===== src/hdl/b92_pkg.sv =====
// ----------------------------------------------------------------------------
// b92_pkg: shared types and constants of the base92 block encoder
// Block geometry, the reciprocal used for the divide by 92, the symbol
// table, the block type passed from the front to the back part and the result type.
// ----------------------------------------------------------------------------
package b92_pkg;

  localparam int BLK_BYTES = 13;           // input bytes per block
  localparam int BLK_CHARS = 16;           // output characters per block
  localparam int SYM_COUNT = 92;           // symbols in the alphabet
  localparam int RECIP_SHIFT = 16;         // v / 92 ~= (v * RECIP) >> 16
  localparam logic [9:0] RECIP = 10'd712;  // floor(2^16 / 92), never overshoots

  localparam int VAL_W = 13;               // width of one digit pair value
  localparam int SYM_W = 7;                // width of a symbol index / char

  // One gathered block: bytes zero padded past the stream end
  typedef struct packed {
    logic [BLK_BYTES-1:0][7:0] bytes;
    logic                      last;       // block closed by stream end
  } blk_t;

  // One result transaction
  typedef struct packed {
    logic [SYM_W-1:0] code_char;
    logic             block_last;
    logic             stream_last;
  } chr_t;

  // Symbol index to ASCII: 32 upward skipping '"', '&', '<', '>';
  // index 91 is tab and indexes 0 and 1 are swapped.
  function automatic logic [SYM_W-1:0] symbol_of(input logic [SYM_W-1:0] v);
    logic [SYM_W-1:0] c;
    c = 7'd32 + v;
    if (v >= 7'd2)  c = c + 7'd1;
    if (v >= 7'd5)  c = c + 7'd1;
    if (v >= 7'd26) c = c + 7'd1;
    if (v >= 7'd27) c = c + 7'd1;
    if (v == 7'd0) c = 7'd33;
    if (v == 7'd1) c = 7'd32;
    if (v >= 7'd91) c = 7'd9;
    return c;
  endfunction

endpackage


===== src/hdl/b92_front.sv =====
// ----------------------------------------------------------------------------
// b92_front: byte gatherer
// Collects input bytes into a 13-byte block and hands a closed block, zero
// padded after an early stream end, to the block queue.
// ----------------------------------------------------------------------------
module b92_front (
  input  logic         clk,
  input  logic         rst_n,
  input  logic         in_push,
  output logic         in_full,
  input  logic [7:0]   in_data_byte,
  input  logic         in_stream_end,
  input  logic         q_full,
  output logic         q_push,
  output b92_pkg::blk_t q_blk
);
  import b92_pkg::*;

  logic [BLK_BYTES-1:0][7:0] bytes_r;
  logic [3:0]                count_r, count_nxt;
  logic                      accept;
  logic                      close;

  // accept while the queue can take a block
  assign in_full = q_full;
  assign accept  = in_push && !q_full;
  assign close   = in_stream_end || (count_r == 4'(BLK_BYTES - 1));
  assign q_push  = accept && close;

  // assemble the closing block: held bytes, this byte, then zeros
  always_comb begin
    for (int j = 0; j < BLK_BYTES; j++) begin
      if (4'(j) < count_r)       q_blk.bytes[j] = bytes_r[j];
      else if (4'(j) == count_r) q_blk.bytes[j] = in_data_byte;
      else                       q_blk.bytes[j] = 8'h00;
    end
    q_blk.last = in_stream_end;
  end

  always_comb begin
    count_nxt = count_r;
    if (accept) begin
      if (close) count_nxt = 4'd0;
      else       count_nxt = count_r + 4'd1;
    end
  end

  // fill count
  always_ff @(posedge clk) begin
    if (!rst_n) count_r <= 4'd0;
    else        count_r <= count_nxt;
  end

  // byte store, no reset needed: only positions below the count are read
  always_ff @(posedge clk) begin
    if (accept && !close) bytes_r[count_r] <= in_data_byte;
  end

endmodule


===== src/hdl/b92_blk_queue.sv =====
// ----------------------------------------------------------------------------
// b92_blk_queue: two-entry block queue
// Decouples the gatherer from the encoder so each side stalls on its own.
// ----------------------------------------------------------------------------
module b92_blk_queue (
  input  logic          clk,
  input  logic          rst_n,
  input  logic          push,
  input  b92_pkg::blk_t push_blk,
  output logic          full,
  input  logic          pop,
  output logic          valid,
  output b92_pkg::blk_t head_blk
);
  import b92_pkg::*;

  blk_t       mem_r [2];
  logic       wr_ptr_r, rd_ptr_r;
  logic [1:0] count_r;
  logic       do_push, do_pop;

  assign full     = (count_r == 2'd2);
  assign valid    = (count_r != 2'd0);
  assign head_blk = mem_r[rd_ptr_r];
  assign do_push  = push && !full;
  assign do_pop   = pop && valid;

  // pointers and count
  always_ff @(posedge clk) begin
    if (!rst_n) begin
      wr_ptr_r <= 1'b0;
      rd_ptr_r <= 1'b0;
      count_r  <= 2'd0;
    end else begin
      if (do_push) wr_ptr_r <= ~wr_ptr_r;
      if (do_pop)  rd_ptr_r <= ~rd_ptr_r;
      case ({do_push, do_pop})
        2'b10:   count_r <= count_r + 2'd1;
        2'b01:   count_r <= count_r - 2'd1;
        default: count_r <= count_r;
      endcase
    end
  end

  // storage
  always_ff @(posedge clk) begin
    if (do_push) mem_r[wr_ptr_r] <= push_blk;
  end

endmodule


===== src/hdl/b92_back.sv =====
// ----------------------------------------------------------------------------
// b92_back: block encoder
// Walks the 16 characters of a block, one per cycle: digit pair select and
// reciprocal multiply, then remainder correction and symbol lookup into a
// four-entry result queue. Issue is held back by queue credit.
// ----------------------------------------------------------------------------
module b92_back (
  input  logic                        clk,
  input  logic                        rst_n,
  input  logic                        q_valid,
  input  b92_pkg::blk_t               q_blk,
  output logic                        q_pop,
  output logic                        out_empty,
  input  logic                        out_pop,
  output logic [b92_pkg::SYM_W-1:0]   out_code_char,
  output logic                        out_block_last,
  output logic                        out_stream_last
);
  import b92_pkg::*;

  // current block and character counter
  blk_t       cur_r;
  logic       busy_r;
  logic [3:0] k_r;

  // stage 1 registers
  logic             s1_valid_r;
  logic [VAL_W-1:0] s1_v_r;
  logic [SYM_W-1:0] s1_q_r;
  logic             s1_odd_r, s1_blast_r, s1_slast_r;

  // result queue
  chr_t       fifo_r [4];
  logic [1:0] wr_ptr_r, rd_ptr_r;
  logic [2:0] count_r;

  logic [5:0]       dig [BLK_CHARS];
  logic [2:0]       pair;
  logic [VAL_W-1:0] v;
  logic [22:0]      prod;
  logic             issue, load, last_char;
  logic [VAL_W-1:0] qm, rem;
  logic [SYM_W-1:0] q_fix, r_fix, sym;
  chr_t             wr_chr;
  logic             do_pop;

  function automatic logic [63:0] q_blk_word_a(input blk_t blk);
    return {blk.bytes[7], blk.bytes[6], blk.bytes[5], blk.bytes[4],
            blk.bytes[3], blk.bytes[2], blk.bytes[1], blk.bytes[0]};
  endfunction

  // split the block into sixteen 6-bit digits
  always_comb begin
    logic [63:0] a;
    logic [31:0] b;
    a = q_blk_word_a(cur_r);
    b = {cur_r.bytes[11], cur_r.bytes[10], cur_r.bytes[9], cur_r.bytes[8]};
    for (int i = 0; i < 10; i++) dig[i] = a[6*i +: 6];
    for (int i = 0; i < 5; i++)  dig[10+i] = b[6*i +: 6];
    dig[15] = {a[63:60], b[31:30]};
  end

  // digit pair value and quotient estimate
  assign pair = k_r[3:1];
  assign v    = {cur_r.bytes[12][pair], dig[{pair, 1'b1}], dig[{pair, 1'b0}]};
  assign prod = 23'(v) * 23'(RECIP);

  // issue control: credit covers the queue plus the stage in flight
  assign issue     = busy_r && ((count_r + 3'(s1_valid_r)) < 3'd4);
  assign last_char = (k_r == 4'(BLK_CHARS - 1));
  assign load      = q_valid && (!busy_r || (issue && last_char));
  assign q_pop     = load;

  always_ff @(posedge clk) begin
    if (!rst_n) begin
      busy_r     <= 1'b0;
      k_r        <= 4'd0;
      s1_valid_r <= 1'b0;
    end else begin
      if (load) begin
        busy_r <= 1'b1;
        k_r    <= 4'd0;
      end else if (issue) begin
        k_r <= k_r + 4'd1;
        if (last_char) busy_r <= 1'b0;
      end
      s1_valid_r <= issue;
    end
  end

  always_ff @(posedge clk) begin
    if (load) cur_r <= q_blk;
    if (issue) begin
      s1_v_r     <= v;
      s1_q_r     <= prod[RECIP_SHIFT +: SYM_W];
      s1_odd_r   <= k_r[0];
      s1_blast_r <= last_char;
      s1_slast_r <= last_char && cur_r.last;
    end
  end

  // stage 2: correct the quotient by one step, pick the symbol
  always_comb begin
    qm    = 13'(s1_q_r) * 13'(SYM_COUNT);
    rem   = s1_v_r - qm;
    q_fix = s1_q_r;
    r_fix = rem[SYM_W-1:0];
    if (rem >= 13'(SYM_COUNT)) begin
      q_fix = s1_q_r + 7'd1;
      r_fix = 7'(rem - 13'(SYM_COUNT));
    end
    sym = s1_odd_r ? q_fix : r_fix;
    wr_chr.code_char   = symbol_of(sym);
    wr_chr.block_last  = s1_blast_r;
    wr_chr.stream_last = s1_slast_r;
  end

  // result queue
  assign out_empty       = (count_r == 3'd0);
  assign do_pop          = out_pop && !out_empty;
  assign out_code_char   = fifo_r[rd_ptr_r].code_char;
  assign out_block_last  = fifo_r[rd_ptr_r].block_last;
  assign out_stream_last = fifo_r[rd_ptr_r].stream_last;

  always_ff @(posedge clk) begin
    if (!rst_n) begin
      wr_ptr_r <= 2'd0;
      rd_ptr_r <= 2'd0;
      count_r  <= 3'd0;
    end else begin
      if (s1_valid_r) wr_ptr_r <= wr_ptr_r + 2'd1;
      if (do_pop)     rd_ptr_r <= rd_ptr_r + 2'd1;
      case ({s1_valid_r, do_pop})
        2'b10:   count_r <= count_r + 3'd1;
        2'b01:   count_r <= count_r - 3'd1;
        default: count_r <= count_r;
      endcase
    end
  end

  always_ff @(posedge clk) begin
    if (s1_valid_r) fifo_r[wr_ptr_r] <= wr_chr;
  end

endmodule


===== src/hdl/base92_block_encoder.sv =====
// ----------------------------------------------------------------------------
// base92_block_encoder: 13-byte to 16-character base92 encoder
// Gathers bytes into blocks and emits each block as 16 printable characters.
// ----------------------------------------------------------------------------
// Usage:
//   Input queue port: push a byte with in_push while in_full is low; mark the
//   final byte of a stream with in_stream_end. A block closes at its 13th
//   byte or at the stream end (the rest is padded with zero bytes).
//   Result queue port: while out_empty is low the oldest character is on
//   out_code_char; out_block_last flags the 16th character of a block and
//   out_stream_last the last character of a stream. Take it with out_pop.
//   After the transaction that closes a block, its first character passes the
//   block queue, the encoder's block register and stage 1 registers, and the
//   result queue. Throughput: one character per cycle while the result queue
//   has room; the sustained input rate is set by the one-character result port.
//   Input bytes go in one per cycle while the two-entry block queue has room.
//   Reset (synchronous, rst_n low) empties both queues and drops a partly
//   gathered block. When the receiver stalls, the four-entry result queue
//   fills, encoding pauses, then the block queue fills and in_full rises.
// ----------------------------------------------------------------------------
module base92_block_encoder (
  input  logic                      clk,
  input  logic                      rst_n,
  input  logic                      in_push,
  output logic                      in_full,
  input  logic [7:0]                in_data_byte,
  input  logic                      in_stream_end,
  output logic                      out_empty,
  input  logic                      out_pop,
  output logic [b92_pkg::SYM_W-1:0] out_code_char,
  output logic                      out_block_last,
  output logic                      out_stream_last
);
  import b92_pkg::*;

  logic q_full, q_push, q_valid, q_pop;
  blk_t push_blk, head_blk;

  // byte gatherer
  b92_front u_front (
    .clk           (clk),
    .rst_n         (rst_n),
    .in_push       (in_push),
    .in_full       (in_full),
    .in_data_byte  (in_data_byte),
    .in_stream_end (in_stream_end),
    .q_full        (q_full),
    .q_push        (q_push),
    .q_blk         (push_blk)
  );

  // block queue between front and back
  b92_blk_queue u_queue (
    .clk      (clk),
    .rst_n    (rst_n),
    .push     (q_push),
    .push_blk (push_blk),
    .full     (q_full),
    .pop      (q_pop),
    .valid    (q_valid),
    .head_blk (head_blk)
  );

  // encoder and result queue
  b92_back u_back (
    .clk             (clk),
    .rst_n           (rst_n),
    .q_valid         (q_valid),
    .q_blk           (head_blk),
    .q_pop           (q_pop),
    .out_empty       (out_empty),
    .out_pop         (out_pop),
    .out_code_char   (out_code_char),
    .out_block_last  (out_block_last),
    .out_stream_last (out_stream_last)
  );

endmodule


===== config.mk =====
export PLATFORM = sky130hd
export DESIGN_NAME = base92_block_encoder
export DESIGN_NICKNAME = d
export VERILOG_FILES = /design/src/hdl/b92_pkg.sv /design/src/hdl/b92_front.sv /design/src/hdl/b92_blk_queue.sv /design/src/hdl/b92_back.sv /design/src/hdl/base92_block_encoder.sv
export SDC_FILE = /design/constraint.sdc
export NUM_CORES = 1
export LEC_CHECK = 0
export CAP_MARGIN = 10
export CORE_ASPECT_RATIO = 0.6
export CORE_MARGIN = 2
export CORE_UTILIZATION = 58
export CTS_CLUSTER_DIAMETER = 150
export DETAILED_ROUTE_END_ITERATION = 16
export DONT_BUFFER_PORTS = 1
export PLACE_DENSITY = 0.73
export SYNTH_ARGS = -nofsm -noshare
export SYNTH_HDL_FRONTEND = slang
export SYNTH_SLANG_ARGS = --single-unit

===== constraint.sdc =====
create_clock -name clk -period 7.95 [get_ports clk]
set_input_delay 1.59 -clock clk [delete_from_list [all_inputs] [get_ports clk]]
set_output_delay 1.59 -clock clk [all_outputs]
set_load 0.01 [all_outputs]

# ---- After elaboration in Yosys (flattened, before gate mapping)
# Memories as Yosys holds them, arrays and structs flattened. A register that Yosys moved wholly into a read port is not among the register bits.
# Cells that the tools add are included.
dict set report word_totals {
  regBits 148
  latchBits 0
  mem_bits_rw 246
  mem_bits_ro 0
  output_inout_bits 11
  elab_cells 185
  mem_count 2
}
dict set report classes {
  addsub 17
  mul 2
  div 0
  n_lt_le_gt_ge 25
  n_eq_ne 20
  shift 0
  n_mux 59
  bitwise_logic 5
  reduce_logical 27
}
# memory depth width read_ports rd_ports_with_merged_regs write_ports line_no
set mem_list {}
lappend mem_list {u_queue.mem_r 2 105 1 1 1 b92_blk_queue.sv:17} ;# blk_t mem_r [2];
lappend mem_list {u_back.fifo_r 4 9 1 1 1 b92_back.sv:33} ;# chr_t fifo_r [4];
# cell count
set op_table {}
lappend op_table {{8-bit two-way mux} 27}
lappend op_table {{104-bit bitwise mux} 1}
lappend op_table {{7-bit two-way mux} 10}
lappend op_table {{6-bit binary-select mux with 4-bit select} 2}
lappend op_table {{7-bit by 1-bit adder with 7-bit output (second input constant)} 5}
lappend op_table {{8-bit demux with 4-bit select} 1}
lappend op_table {{6-bit two-way mux} 4}
lappend op_table {{4-bit == test (first input constant)} 5}
lappend op_table {{4-bit < comparator (first input constant)} 5}
lappend op_table {{13-bit by 7-bit multiplier with 20-bit output (second input constant)} 1}
lappend op_table {{3-bit by 4-bit == test with 1-bit output (first input constant)} 4}
lappend op_table {{3-bit by 4-bit < comparator with 1-bit output (first input constant)} 4}
lappend op_table {{7-bit by 5-bit >= comparator with 1-bit output (second input constant)} 2}
lappend op_table {{13-bit by 7-bit >= comparator with 1-bit output (second input constant)} 1}
lappend op_table {{13-bit subtractor} 1}
lappend op_table {{1-bit logical AND} 11}
lappend op_table {{7-bit by 5-bit multiplier with 11-bit output (second input constant)} 1}
lappend op_table {{5-bit >= comparator (second input constant)} 2}
lappend op_table {{4-bit inverter with 5-bit output} 2}
lappend op_table {{2-bit nonzero test} 5}
lappend op_table {{4-bit by 1-bit adder with 4-bit output (second input constant)} 2}
lappend op_table {{2-bit by 4-bit == test with 1-bit output (first input constant)} 2}
lappend op_table {{4-bit == test (second input constant)} 2}
lappend op_table {{1-bit by 4-bit < comparator with 1-bit output (first input constant)} 2}
lappend op_table {{33 further kinds} 53}

# ---- Logic depth before layout (Yosys ltp)
dict set report logic_depth {
  ltp_word 17
  ltp_mapped 35
}

# ---- Modules after synthesis
# Synthesis repeated with hierarchy kept, for this count alone.
dict set report hier_totals {
  hier_cells 1609
  hier_area_um2 23929.2
}
# mod n_inst cells_each area_each_um2 seq_area_each_um2
set modules_own_cells {}
lappend modules_own_cells {b92_back 1 808 10707.8 5225.0}
lappend modules_own_cells {b92_blk_queue 1 353 7806.2 6406.1}
lappend modules_own_cells {b92_front 1 448 5415.2 3203.1}

# ---- Least setup slack after synthesis
# No wires, ideal clock.
dict set report synth_path {
  path_type {register -> register}
  start {register u_back.s1_valid_r}
  end {register u_queue.count_r[1]}
  setup_time_ps 76
  arrival_ps 8528
  t_required_ps 7874
  slack_ps -654
  stages_incl_launch_ff 11
  period_less_slack_ps 8604
  cell_sequence {dfxtp_1 -> clkbuf_1 -> nand3_1 -> xor2_1 -> and2_1 -> clkbuf_1 -> nand2_1 -> a21oi_1 -> ha_1 -> or3_1 -> a21boi_0}
}
dict set report synth_via {
  elab_chain_len 9
}
# item line_no
set synth_lines {}
lappend synth_lines {{start, declared} b92_back.sv:27} ;# logic s1_valid_r;
lappend synth_lines {{start signal, assigned} b92_back.sv:87} ;# s1_valid_r <= issue;
lappend synth_lines {{3-bit by 1-bit adder with 3-bit output (*)} b92_back.sv:69} ;# assign issue = busy_r && ((count_r + 3'(s1_valid_r)) < 3'd4);
lappend synth_lines {{3-bit < comparator (*)} b92_back.sv:69}
lappend synth_lines {{1-bit logical AND (*)} b92_back.sv:69}
lappend synth_lines {{net u_back.issue} b92_back.sv:41} ;# logic issue, load, last_char;
lappend synth_lines {{1-bit logical AND (*)} b92_back.sv:71} ;# assign load = q_valid && (!busy_r || (issue && last_char));
lappend synth_lines {{1-bit logical OR (*)} b92_back.sv:71}
lappend synth_lines {{1-bit logical AND (*)} b92_back.sv:71}
lappend synth_lines {{net q_pop} base92_block_encoder.sv:36} ;# logic q_full, q_push, q_valid, q_pop;
lappend synth_lines {{1-bit logical AND (*)} b92_blk_queue.sv:26} ;# assign do_pop = pop && valid;
lappend synth_lines {{2-bit by 1-bit == test with 1-bit output / 2-bit == test (equally long branches)} b92_blk_queue.sv:37} ;# case ({do_push, do_pop})
lappend synth_lines {{2-bit case mux with 2 select lines / 2-bit nonzero test (equally long branches)} --}
lappend synth_lines {{end signal, assigned} b92_blk_queue.sv:38} ;# 2'b10: count_r <= count_r + 2'd1;
lappend synth_lines {{end signal, assigned} b92_blk_queue.sv:39} ;# 2'b01: count_r <= count_r - 2'd1;
lappend synth_lines {{end signal, assigned} b92_blk_queue.sv:40} ;# default: count_r <= count_r;
lappend synth_lines {{end, declared} b92_blk_queue.sv:19} ;# logic [1:0] count_r;
# The timed path passes the listed nets; every way through them passes the cells marked *.
# A chain may end at the register's enable or synchronous reset.

==> summary.md <==
| Metric | Value |
|---|---|
| Final std cells w/o fill | `2229` |
| I/O pins | `24` |
| CTS clk-pin slew, worst paths | `0.07 ns` |
| WL final | `51800 um` |
| Max_cap viols | `0` |
| Status | `finished, final reports clean` |
| Worst Reg-to-Reg Cells | `33` |
| Post-CTS Hold Fix Bufs | `0` |
| Synth warnings | `0` |
| Row count | `57` |
| Layout net count | `1808` |
| Syn Inst Count | `1622` |
| Grt total ovfl | `0` |
| Hold WS | `0.527 ns` |
| Hold Crit Depth | `1` |
| Commonest non-fill, non-tap cell in the layout | `edfxtp_1` |
| FMAX | `129 MHz` |
| Vias | `13600` |
| Total GRT Usage | `0.245` |
| CTS tree | `done` |
| Mapped cell area | `23600 um^2` |
| Synth Register Bits | `501` |
| Drt first pass iters | `5` |
| Slew headroom | `0.221` |
| Antenna violations before repair | `0` |
| Layout overhead on the synthesized area | `11.0%` |
| ANT nets after route | `0` |
| Insertion delay to the later sink of the worst-skew pair | `0.56 ns` |
| Initial drt markers | `1890` |
| Input/output buffers | `0` |
| HP Start | `u_back.cur_r[0]` |
| Primary FF master, synth | `edfxtp_1` |
| Worst r2r dst | `u_back.fifo_r[0][7]` |
| Distinct cells, synth | `77` |
| Sequential share of the synthesized area | `0.628` |
| Hold worst-path end | `u_back.s1_slast_r` |
| Crit path DAT | `8.20 ns` |
| Slew @ Worst Pin | `1.14 ns` |
| Worst Hold Class | `flop to flop` |
| Critical path class | `flop to flop` |
| First-pass GRT wire length | `78300 um` |
| Num CTS Buffers | `46` |
| Drt wl/cell | `23.2 um` |
| Worst setup SP type | `flop` |
| # DRC | `0` |
| Largest net degree at the start of global routing | `69` |
| Placer Congestion | `0.861` |
| Placed cells | `2132` |
| Post-Syn Area per Cell | `14.6 um^2` |
| Die Wd | `264 um` |
| Crit path max fanout | `5` |
| Clock period minus worst slack | `7.78 ns` |
| Number of synthesized flops with an enable pin | `478` |
| Reg2reg start | `u_back.s1_q_r[1]` |
| Fin crit share | `0.978` |
| DIE AREA | `42400 um^2` |
| Antenna cells | `0` |
| Final setup fails | `0` |
| Share of layout cells above drive strength 1 | `0.201` |
| Vias in the first global route | `13300` |
| Commonest non-fill, non-tap cells in the layout | `edfxtp_1, inv_1, mux2_2, nand2_1, ha_1` |
| Critical path's largest stage delay | `0.53 ns` |
| Initial core utilization | `0.586` |
| CP max-delay cell | `or4b_4` |
| Flop-to-flop setup slack | `0.17 ns` |
| Worst setup EP type | `flop` |
| Final clock skew | `0.0204 ns` |
| Synth async-reset ratio | `0` |
| Hold Vio Cnt, Final | `0` |
| Root Driver | `clkbuf_16` |
| WP data required | `8.38 ns` |
| Core area | `40300 um^2` |
| Slew Viols, Final | `0` |
| Via/cell ratio | `6.12` |
| Clock Sinks | `501` |
| Layout Utilization | `0.650` |
| Clk buf depth | `3` |
| Die Ht | `160 um` |
| Post-DP HPWL | `32600 um` |
| H-tree levels | `2` |
## critical path, delay by kind of cell (launching register included)
| kind | cells | cell delay (ns) |
|---|---|---|
| adder cells (fa/ha/maj) | 7 | 2.30 |
| AND/OR/NAND/NOR | 8 | 1.75 |
| AO/OA/AOI/OAI | 5 | 1.32 |
| buffers and inverters | 8 | 0.96 |
| XOR/XNOR | 4 | 0.69 |
| flip-flops | 1 | 0.42 |
| multiplexers | 1 | 0.22 |
## flip-flops by register name (all words and copies together), names as in the netlist, 3 cells and up, named ones only
register,cells
u_back.s1_v_r,13
u_back.cur_r,105
u_queue.mem_r,210
u_back.s1_q_r,7
u_front.bytes_r,104
u_front.count_r,4
u_back.k_r,4
u_back.count_r,3
u_back.fifo_r,36
## routing by layer
metal  vias up  routed length, um  track usage
met1      6856              24200        0.391
met2       561              22000        0.341
met4         0                989       0.0586
met5         -                  0            0
li1       6140                  -            -
met3        75               4600       0.0535
## per-stage QoR
| step | setup TNS (ns) | instance area [um^2] | setup slack (ns) |
|---|---|---|---|
| 5_1_grt | -1.26 | 26200 | -0.144 |
| 6_report | 0 | 26200 | 0.172 |
| 2_1_floorplan | 0 | 23700 | 0.00360 |
| 3_5_place_dp | -5.21 | 24400 | -0.301 |
| 3_3_place_gp | -0.0646 | 24400 | -0.0161 |
| 4_1_cts | 0 | 25900 | 0.0189 |
## worst max path at each step
| stage | cells past startpoint | from | endpoint |
|---|---|---|---|
| after floorplan | 31 | u_back.s1_q_r[4] | u_back.fifo_r[0][7] |
| after global placement | 30 | u_back.s1_q_r[2] | u_back.fifo_r[2][7] |
| after detailed placement | 30 | u_back.s1_q_r[2] | u_back.fifo_r[0][7] |
| after CTS | 33 | u_back.s1_q_r[2] | u_back.fifo_r[0][7] |
| after global routing | 33 | u_back.s1_q_r[1] | u_back.fifo_r[0][7] |
| final | 33 | u_back.s1_q_r[1] | u_back.fifo_r[0][7] |
## area by class of cell
class | instances | area, um^2
fill | 2804 | 14100
inverter | 122 | 458
timing repair buffer | 68 | 534
multi-input combinational | 925 | 8340
clock inverter | 22 | 144
sequential | 501 | 14800
clock buffer | 60 | 1240
tap | 531 | 664
## what timing repair did
action                                  CTS  global route
buffers inserted                          2            13
gates cloned                              0             0
endpoints found under the setup margin   24            24
resized for setup                         3            41
pin swaps                                 1            19
hold endpoints to repair                  0             0
## Yosys cell counts, types with 3 or more instances
library cell / instances / area share
edfxtp_1: 478 / 0.61
inv_1: 122 / 0.019
mux2_2: 120 / 0.057
nand2_1: 112 / 0.018
ha_1: 104 / 0.055
o21ai_0: 74 / 0.016
clkbuf_1: 69 / 0.011
nor2_1: 51 / 0.0081
xnor2_1: 38 / 0.014
nand3_1: 36 / 0.0076
and2_1: 35 / 0.0093
mux4_2: 35 / 0.033
a22o_1: 32 / 0.012
fa_1: 27 / 0.023
mux2i_1: 27 / 0.011
a21oi_1: 25 / 0.0053
dfxtp_1: 23 / 0.020
a21boi_0: 20 / 0.0064
and3_1: 18 / 0.0048
a32o_1: 16 / 0.0068
xor2_1: 15 / 0.0056
nand4_1: 10 / 0.0027
nor2b_1: 9 / 0.0024
o21a_1: 9 / 0.0029
buf_1: 8 / 0.0013
nand2b_1: 7 / 0.0019
nor3_1: 6 / 0.0013
o211ai_1: 6 / 0.0019
or4_1: 5 / 0.0016
a21o_1: 4 / 0.0013
a31oi_1: 4 / 0.0011
o31ai_1: 4 / 0.0013
o41ai_1: 4 / 0.0015
or2_2: 4 / 0.0011
or3_1: 4 / 0.0011
buf_2: 3 / 0.00064
nor4_1: 3 / 0.00080
o2111ai_1: 3 / 0.0011
o311ai_1: 3 / 0.0011
## kinds of logic (layout without fill, tap and decap cells)
logic type | after synthesis | count (layout) | share of synthesized area
other | 1 | 8 | 0.000159
XOR/XNOR | 54 | 54 | 0.0206
flip-flops | 501 | 501 | 0.628
multiplexers | 183 | 183 | 0.103
buffers and inverters | 203 | 272 | 0.0328
AND/OR/NAND/NOR | 315 | 315 | 0.0672
AO/OA/AOI/OAI | 234 | 234 | 0.0706
adder cells (fa/ha/maj) | 131 | 131 | 0.0780
Power is left out: the tool's default activity adds up to more than one toggle a clock period on the data nets, which glitch-free logic cannot reach.
